[config.mk]
export PLATFORM = sky130hd
export DESIGN_NAME = era_ctrl
export DESIGN_NICKNAME = d
export VERILOG_FILES = /design/src/rtl/core/era_pkg.sv /design/src/rtl/core/era_ctrl.sv
export SDC_FILE = /design/constraint.sdc
export NUM_CORES = 1
export LEC_CHECK = 0
export BUFFER_PORTS_ARGS = -buffer_cell sky130_fd_sc_hd__buf_2
export CORE_MARGIN = 2
export CORE_UTILIZATION = 30
export CTS_CLUSTER_DIAMETER = 100
export CTS_CLUSTER_SIZE = 12
export DETAILED_ROUTE_END_ITERATION = 12
export GPL_ROUTABILITY_DRIVEN = 0
export GPL_TIMING_DRIVEN = 0
export PLACE_DENSITY = 0.56
export RECOVER_POWER = 100
export SETUP_SLACK_MARGIN = 0.2
export SYNTH_ARGS = -nofsm -noshare
export SYNTH_HDL_FRONTEND = slang
export SYNTH_SLANG_ARGS = --single-unit
export TNS_END_PERCENT = 1
[constraint.sdc]
create_clock -name clk -period 1.6 [get_ports clk]
set_input_delay 0.24 -clock clk [delete_from_list [all_inputs] [get_ports clk]]
set_output_delay 0.24 -clock clk [all_outputs]
set_load 0.05 [all_outputs]
[src/rtl/core/era_pkg.sv]
// shared constants, codes and controller/datapath link types for the record allocator
package era_pkg;

  localparam int STORE_BYTES  = 1024;
  localparam int HEADER_BYTES = 5;
  localparam int ADDR_W       = $clog2(STORE_BYTES);
  // a walk address can step past the store by a header and a full 16-bit length
  localparam int WALK_W       = $clog2(STORE_BYTES + HEADER_BYTES + 65536);

  localparam logic [7:0] MARK_LIVE  = 8'd42;
  localparam logic [7:0] MARK_FREED = 8'h80;
  localparam logic [7:0] ERASED     = 8'hFF;

  // request codes
  localparam logic [2:0] REQ_WOPEN = 3'd0;
  localparam logic [2:0] REQ_WBYTE = 3'd1;
  localparam logic [2:0] REQ_ROPEN = 3'd2;
  localparam logic [2:0] REQ_RBYTE = 3'd3;
  localparam logic [2:0] REQ_FREE  = 3'd4;

  // status codes
  localparam logic [2:0] ST_OK        = 3'd0;
  localparam logic [2:0] ST_ID_EXISTS = 3'd1;
  localparam logic [2:0] ST_NO_SPACE  = 3'd2;
  localparam logic [2:0] ST_NOT_FOUND = 3'd3;
  localparam logic [2:0] ST_RANGE     = 3'd4;
  localparam logic [2:0] ST_NOTHING   = 3'd5;

  typedef enum logic [3:0] {
    OP_NONE,
    OP_CLEAR,
    OP_LOAD,
    OP_START,
    OP_ISSUE,
    OP_CAPTURE,
    OP_ADVANCE,
    OP_KCLR,
    OP_HDR_WRITE,
    OP_WOPEN,
    OP_ROPEN,
    OP_FREE,
    OP_WBYTE,
    OP_RB_ISSUE,
    OP_RB_CAPTURE
  } dp_op_t;

  typedef struct packed {
    dp_op_t     op;
    logic       set_status;
    logic [2:0] status;
    logic       push;
  } ctrl_cmd_t;

  typedef struct packed {
    logic       clear_done;
    logic [2:0] req_type;
    logic       k_last;
    logic       walk_end;
    logic       is_marker;
    logic       is_freed;
    logic       id_match;
    logic       len_match;
    logic       fits;
    logic       write_left_nz;
    logic       read_left_nz;
    logic       out_free;
  } dp_stat_t;

endpackage

[src/rtl/core/era_ctrl.sv]
// controller: sequences clearing, chain walks, header writes and byte requests
module era_ctrl (
  input  logic               clk,
  input  logic               rst,
  input  logic               in_valid,
  output logic               in_ready,
  output era_pkg::ctrl_cmd_t cmd,
  input  era_pkg::dp_stat_t  stat
);
  import era_pkg::*;

  typedef enum logic [3:0] {
    S_CLEAR,
    S_IDLE,
    S_DISPATCH,
    S_CHECK,
    S_ISSUE,
    S_CAPTURE,
    S_DECIDE,
    S_HDR,
    S_WOPEN,
    S_WBYTE,
    S_RB_ISSUE,
    S_RB_CAP,
    S_DONE
  } state_t;

  typedef enum logic {
    M_FIND,
    M_ALLOC
  } mode_t;

  state_t state, state_next;
  mode_t  mode, mode_next;

  assign in_ready = (state == S_IDLE);

  // next state and datapath command
  always_comb begin
    state_next     = state;
    mode_next      = mode;
    cmd.op         = OP_NONE;
    cmd.set_status = 1'b0;
    cmd.status     = ST_OK;
    cmd.push       = 1'b0;
    case (state)
      S_CLEAR: begin
        cmd.op = OP_CLEAR;
        if (stat.clear_done) begin
          state_next = S_IDLE;
        end
      end
      S_IDLE: begin
        if (in_valid) begin
          cmd.op     = OP_LOAD;
          state_next = S_DISPATCH;
        end
      end
      S_DISPATCH: begin
        mode_next  = M_FIND;
        state_next = S_DONE;
        cmd.set_status = 1'b1;
        cmd.status     = ST_NOTHING;
        case (stat.req_type)
          REQ_WOPEN, REQ_ROPEN, REQ_FREE: begin
            cmd.set_status = 1'b0;
            state_next     = S_CHECK;
          end
          REQ_WBYTE: begin
            if (stat.write_left_nz) begin
              cmd.set_status = 1'b0;
              state_next     = S_WBYTE;
            end
          end
          REQ_RBYTE: begin
            if (stat.read_left_nz) begin
              cmd.set_status = 1'b0;
              state_next     = S_RB_ISSUE;
            end
          end
          default: state_next = S_DONE;
        endcase
      end
      S_CHECK: begin
        if (!stat.walk_end) begin
          state_next = S_ISSUE;
        end else if (mode == M_ALLOC) begin
          cmd.set_status = 1'b1;
          cmd.status     = ST_NO_SPACE;
          state_next     = S_DONE;
        end else if (stat.req_type == REQ_WOPEN) begin
          cmd.op     = OP_START;
          mode_next  = M_ALLOC;
          state_next = S_CHECK;
        end else begin
          cmd.set_status = 1'b1;
          cmd.status     = ST_NOT_FOUND;
          state_next     = S_DONE;
        end
      end
      S_ISSUE: begin
        cmd.op     = OP_ISSUE;
        state_next = S_CAPTURE;
      end
      S_CAPTURE: begin
        cmd.op     = OP_CAPTURE;
        state_next = stat.k_last ? S_DECIDE : S_ISSUE;
      end
      S_DECIDE: begin
        if (mode == M_FIND) begin
          if (!stat.is_marker) begin
            // chain ended without a live match
            if (stat.req_type == REQ_WOPEN) begin
              cmd.op     = OP_START;
              mode_next  = M_ALLOC;
              state_next = S_CHECK;
            end else begin
              cmd.set_status = 1'b1;
              cmd.status     = ST_NOT_FOUND;
              state_next     = S_DONE;
            end
          end else if (!stat.is_freed && stat.id_match) begin
            cmd.set_status = 1'b1;
            state_next     = S_DONE;
            case (stat.req_type)
              REQ_WOPEN: cmd.status = ST_ID_EXISTS;
              REQ_ROPEN: begin
                if (stat.fits) begin
                  cmd.op     = OP_ROPEN;
                  cmd.status = ST_OK;
                end else begin
                  cmd.status = ST_RANGE;
                end
              end
              default: begin
                cmd.op     = OP_FREE;
                cmd.status = ST_OK;
              end
            endcase
          end else begin
            cmd.op     = OP_ADVANCE;
            state_next = S_CHECK;
          end
        end else begin
          if (!stat.is_marker || (stat.is_freed && stat.len_match)) begin
            if (stat.fits) begin
              cmd.op     = OP_KCLR;
              state_next = S_HDR;
            end else begin
              cmd.set_status = 1'b1;
              cmd.status     = ST_NO_SPACE;
              state_next     = S_DONE;
            end
          end else begin
            cmd.op     = OP_ADVANCE;
            state_next = S_CHECK;
          end
        end
      end
      S_HDR: begin
        cmd.op = OP_HDR_WRITE;
        if (stat.k_last) begin
          state_next = S_WOPEN;
        end
      end
      S_WOPEN: begin
        cmd.op         = OP_WOPEN;
        cmd.set_status = 1'b1;
        cmd.status     = ST_OK;
        state_next     = S_DONE;
      end
      S_WBYTE: begin
        cmd.op         = OP_WBYTE;
        cmd.set_status = 1'b1;
        cmd.status     = ST_OK;
        state_next     = S_DONE;
      end
      S_RB_ISSUE: begin
        cmd.op     = OP_RB_ISSUE;
        state_next = S_RB_CAP;
      end
      S_RB_CAP: begin
        cmd.op         = OP_RB_CAPTURE;
        cmd.set_status = 1'b1;
        cmd.status     = ST_OK;
        state_next     = S_DONE;
      end
      S_DONE: begin
        if (stat.out_free) begin
          cmd.push   = 1'b1;
          state_next = S_IDLE;
        end
      end
      default: state_next = S_IDLE;
    endcase
  end

  // state and walk mode registers
  always_ff @(posedge clk) begin
    if (rst) begin
      state <= S_CLEAR;
      mode  <= M_FIND;
    end else begin
      state <= state_next;
      mode  <= mode_next;
    end
  end

  // after a result is handed over the next item can be taken
  a_push_idle: assert property (@(posedge clk) disable iff (rst)
    cmd.push |=> in_ready)
    else $error("controller not idle after result handed over");

  // a new item is only loaded while no store clearing is in progress
  a_load_idle: assert property (@(posedge clk) disable iff (rst)
    (cmd.op == OP_LOAD) |-> (state == S_IDLE))
    else $error("item loaded outside idle");

endmodule

# Yosys cells after proc, flatten, opt, wreduce, memory -nomap -nowiden
# Index checks and enable logic that the tools add are counted.
# word_totals
elab_cells,83
mem_bits_ro,0
ram_bits,0
output_inout_bits,10
latch_bits,0
register_bits,5
mem_count,0
inputBits,17
# classes
n_mux,48
eq_ne,21
div_mod_pow,0
reduce_logical,12
n_addsub,0
multipliers,0
bitwise_logic,0
n_lt_le_gt_ge,0
shifts,0
# op_table
cell,count
one-hot mux 4 bit (11 select lines),2
2-to-1 mux 4 bit,20
2-to-1 mux 8 bit,3
"== test 4 bit, second input constant",5
"== test 4 x 3 -> 1 bit, second input constant",4
one-hot mux 4 bit (4 select lines),1
2-to-1 mux 3 bit,4
one-hot mux 4 bit (3 select lines),1
"!= test 2 bit, second input constant",5
2-to-1 mux 1 bit,9
"== test 4 x 2 -> 1 bit, second input constant",2
2-to-1 mux 2 bit,4
one-hot mux 4 bit (2 select lines),1
"== test 3 x 2 -> 1 bit, second input constant",2
one-hot mux 1 bit (3 select lines),2
one-hot mux 3 bit (2 select lines),1
OR reduction 3 bit,2
"== test 4 x 1 -> 1 bit, second input constant",1
logical NOT 4 bit,1
AND reduction 4 bit,1
"== test 3 x 1 -> 1 bit, second input constant",1
"== test 3 bit, second input constant",1
logical NOT 3 bit,1
nonzero test 3 bit,1
other kinds (4),6

# Depth between registers and ports, before layout
# depth
ltp_word,6
depth_mapped,7
depth_no_buf,5

# Worst setup path before layout
# Ideal clock, no wire load.
# synth_timing
kind,register -> output
startpoint,reg state[3]
endpoint,out cmd[7] in the netlist's numbering
path_buffers,2
path_stages_with_launch,5
path_slack_ns,-1.284
required_time_ns,1.360
arrival_time_ns,2.644
path_cell_list,dfxtp_1 > buf_6 > clkbuf_1 > inv_1 > o311ai_0
# synth_lines
item,line,text
from (decl),era_ctrl.sv:33,"state_t state, state_next;"
from (signal assigned),era_ctrl.sv:204,state <= state_next;
to (decl),era_ctrl.sv:7,"output era_pkg::ctrl_cmd_t cmd,"

==> implementation parameters <==
Parameter                              Value

Synth
  Gate Count Post-Synth    122
  Mean cell area of the mapped netlist    7.364 µm²
  Post-synth EDFFs    0
  Cell area after synthesis    898.4 µm²
  Share of flip-flops with an asynchronous set or reset    0
  Most instantiated library cell after synthesis    sky130_fd_sc_hd__nand2_1
  Register area share after synthesis    0.1114
  Dominant synthesized flop cell    sky130_fd_sc_hd__dfxtp_1
  Synth top area share    0.1114
  Top cells by area in the synthesized netlist    sky130_fd_sc_hd__dfxtp_1 (11%), sky130_fd_sc_hd__nand2_1 (5.4%), sky130_fd_sc_hd__a21oi_1 (5.0%), sky130_fd_sc_hd__buf_6 (5.0%), sky130_fd_sc_hd__nor3_1 (4.5%)
  #FFs+latches synth    5
  Net count of the mapped netlist    139
  Number of distinct library cells after synthesis    54
  Cell taking the most area after synthesis    sky130_fd_sc_hd__dfxtp_1
  Synthesis Warnings    0
  Commonest cells in the netlist    sky130_fd_sc_hd__nand2_1 (13), sky130_fd_sc_hd__a21oi_1 (9), sky130_fd_sc_hd__nor2_1 (8), sky130_fd_sc_hd__nor3_1 (8), sky130_fd_sc_hd__o21ai_0 (6)

Global routing
  Largest net degree at the start of global routing    11
  Global routing's busiest layer    met2
  Vias in the first global route    1028
  Met2 track demand over resource    0.2825
  GRT met3 Usage    0.02857
  Total grt overflow    0
  Number of antenna violations at the first check in global routing    0
  All-layer global routing usage    0.1722
  Global-route wire length before repair    4698 µm
  Met1 Track Usage GR    0.2357

Drt
  Routed WL    2860 µm
  Routed WL per cell    15.38 µm
  Total via count in the routed design    1088
  DR iter-0 viols    59
  Post-route DRC violation count    2
  DRT Pass-1 Iters    8
  Antenna Violating Nets Remaining    0
  Via-per-instance ratio    5.849

Clock network
  Clock slew at the register clock pins of the worst setup and hold paths    0.04 ns
  Number of hold buffers added after cts    0
  Total clock sinks    5
  Clock tree from TritonCTS    built
  Worst-skew pair later-pin latency    0.24 ns
  CTS Buffer Depth    2
  Count of H-tree levels built during CTS    1
  Clock buffers created by TritonCTS    3
  Cell at the root of the clock tree    sky130_fd_sc_hd__clkbuf_4

STA
  Share of the cycle needed by the critical path after routing    1.168
  Least-Margin Pin Slew    0.5368 ns
  Post-route minimum period    1.868 ns
  Largest clock skew in the final design    0.0007871 ns
  Setup Viol. Count Final    10
  Min setup slack post-route    -0.2682 ns
  Slew Viols, Final    0
  Achievable Freq    535.3 MHz
  Worst slew margin    0.6395
  Accumulated negative setup slack    -1.771 ns
  Final hold violations    0
  Unrepaired setup endpoints after global routing    yes

Job
  Max-capacitance violation count    0

Cells and area
  Fraction of final layout cells with drive strength greater than 1    0.5419
  Area Overhead vs Synth    51.81%
  Layout Nets    173
  Fillcell total    262
  Final non-filler cell total    186
  Antenna cells    0

Floorplan
  Chip width    58.72 µm
  I/O pin cnt    27
  Std-Cell Rows    19
  Die Ht    58.72 µm
  Initial core utilization    0.3202
  Core Box Area    2805 µm²
  Area of the die    3448 µm²

Setup path
  Required time worst endpoint    1.36 ns
  Cell with the most instances on the worst path    sky130_fd_sc_hd__buf_6
  Worst Setup Start Kind    register
  CP Cell Sequence    buf_6 > nor2_4 > nand4_4 > nor4b_4 > nor2_2 > o21ai_4 > buf_6
  Slack of the worst reg-to-reg path    -0.06 ns
  Max incr delay on CP    0.32 ns
  Critical-path cell with the highest stage delay    sky130_fd_sc_hd__nor4b_4
  Crit Path Class    reg -> out
  Crit end category    output pin
  Crit Path Max Fanout    10
  Arrival time at the worst endpoint    1.63 ns

Pwr
  Power density over the cells    494.1 nW/µm²
  Leakage dissipation    0.5124 nW
  Power consumption    0.6739 mW
  IR Drop Worst-Case VDD    0.2529 mV

Placement
  DP HPWL    2123 µm
  IO buf count    23
  Number of placed instances, taps included    176

Run status
  Outcome    finished, violations left
  Violations in the final reports    DRC, setup timing

Min path
  Hold Crit Class    in -> reg
==> placed cells by master, fill, tap and decap left out, drive strengths merged, types with 3 or more instances in the layout <==
cell	synthesis	layout
o21ai	9	9
inv	5	5
dfxtp	5	5
a221oi	3	3
a21oi	9	9
clkbuf	3	7
nand2	13	13
nor2b	4	4
nor2	10	10
nor3	8	8
nand2b	4	4
nand3b	3	3
a31oi	4	4
buf	7	36
==> logic make-up (layout without fill, tap and decap cells) <==
family          Yosys count  in the layout  synth area share
buf+inv                  15             48            0.1072
flops                     5              5            0.1114
xor+xnor                  1              1          0.009751
simple gates             57             57            0.4025
mux                       2              2           0.02368
compound gates           42             42            0.3454
==> worst paths after layout <==
check	depth (start not counted)	startpoint	to
setup / recovery	7	state[3]	cmd[6]
hold / removal	2	rst	state[0]
setup reg to reg	7	state[3]	state[1]
hold reg to reg	3	state[0]	state[0]
==> metrics by stage <==
stage | setup slack [ns] | hold slack [ns] | area, µm² | util
floorplan | -0.07928 | 0.2988 | 999.7 | -
CTS | -0.2717 | 0.2441 | 1344 | 0.4790
detailed placement | -0.3198 | 0.5091 | 1154 | 0.4112
finish | -0.2682 | 0.2571 | 1364 | 0.4862
global placement | -0.3536 | 0.5006 | 1154 | 0.4112
global route | -0.3657 | 0.2653 | 1364 | 0.4862
==> layout make-up <==
| class | count | area (µm²) | area share |
|---|---|---|---|
| multi-input cells | 102 | 854.6 | 0.6266 |
| repair buffers | 29 | 219.0 | 0.1606 |
| flip-flops and latches | 5 | 108.9 | 0.07982 |
| plain buffers | 10 | 95.09 | 0.06972 |
| well taps | 31 | 38.79 | 0.02844 |
| clock buffers | 4 | 26.28 | 0.01927 |
| inverters | 5 | 21.27 | 0.01560 |
==> registers in the layout, indices dropped and copies added, names as in the netlist <==
name / flops
state: 4
mode: 1
==> critical path: cells and delay by family, from the launching register on <==
family | cells | cell delay [ns]
compound gates | 1 | 0.06
simple gates | 4 | 0.70
buf+inv | 2 | 0.31
flops | 1 | 0.30
==> per-layer routing <==
metal	vias to the layer above	wire length, µm
li1	534	-
met1	512	1253
met2	40	1401
met3	2	190
met4	0	14
met5	-	0
==> power breakdown <==
part	switching, mW	internal [mW]	total [mW]
logic	0.227	0.153	0.380
registers	0.0171	0.134	0.151
clock network	0.0489	0.0941	0.143
==> timing repair <==
action                     CTS  global route
hold endpoints to repair     0             0
setup endpoints to repair   15            15
pin swaps                   11             2
setup buffers                6             0
resized for setup           38             7
gates cloned                 0             0
No activity file was read; power rests on OpenSTA's default activity.
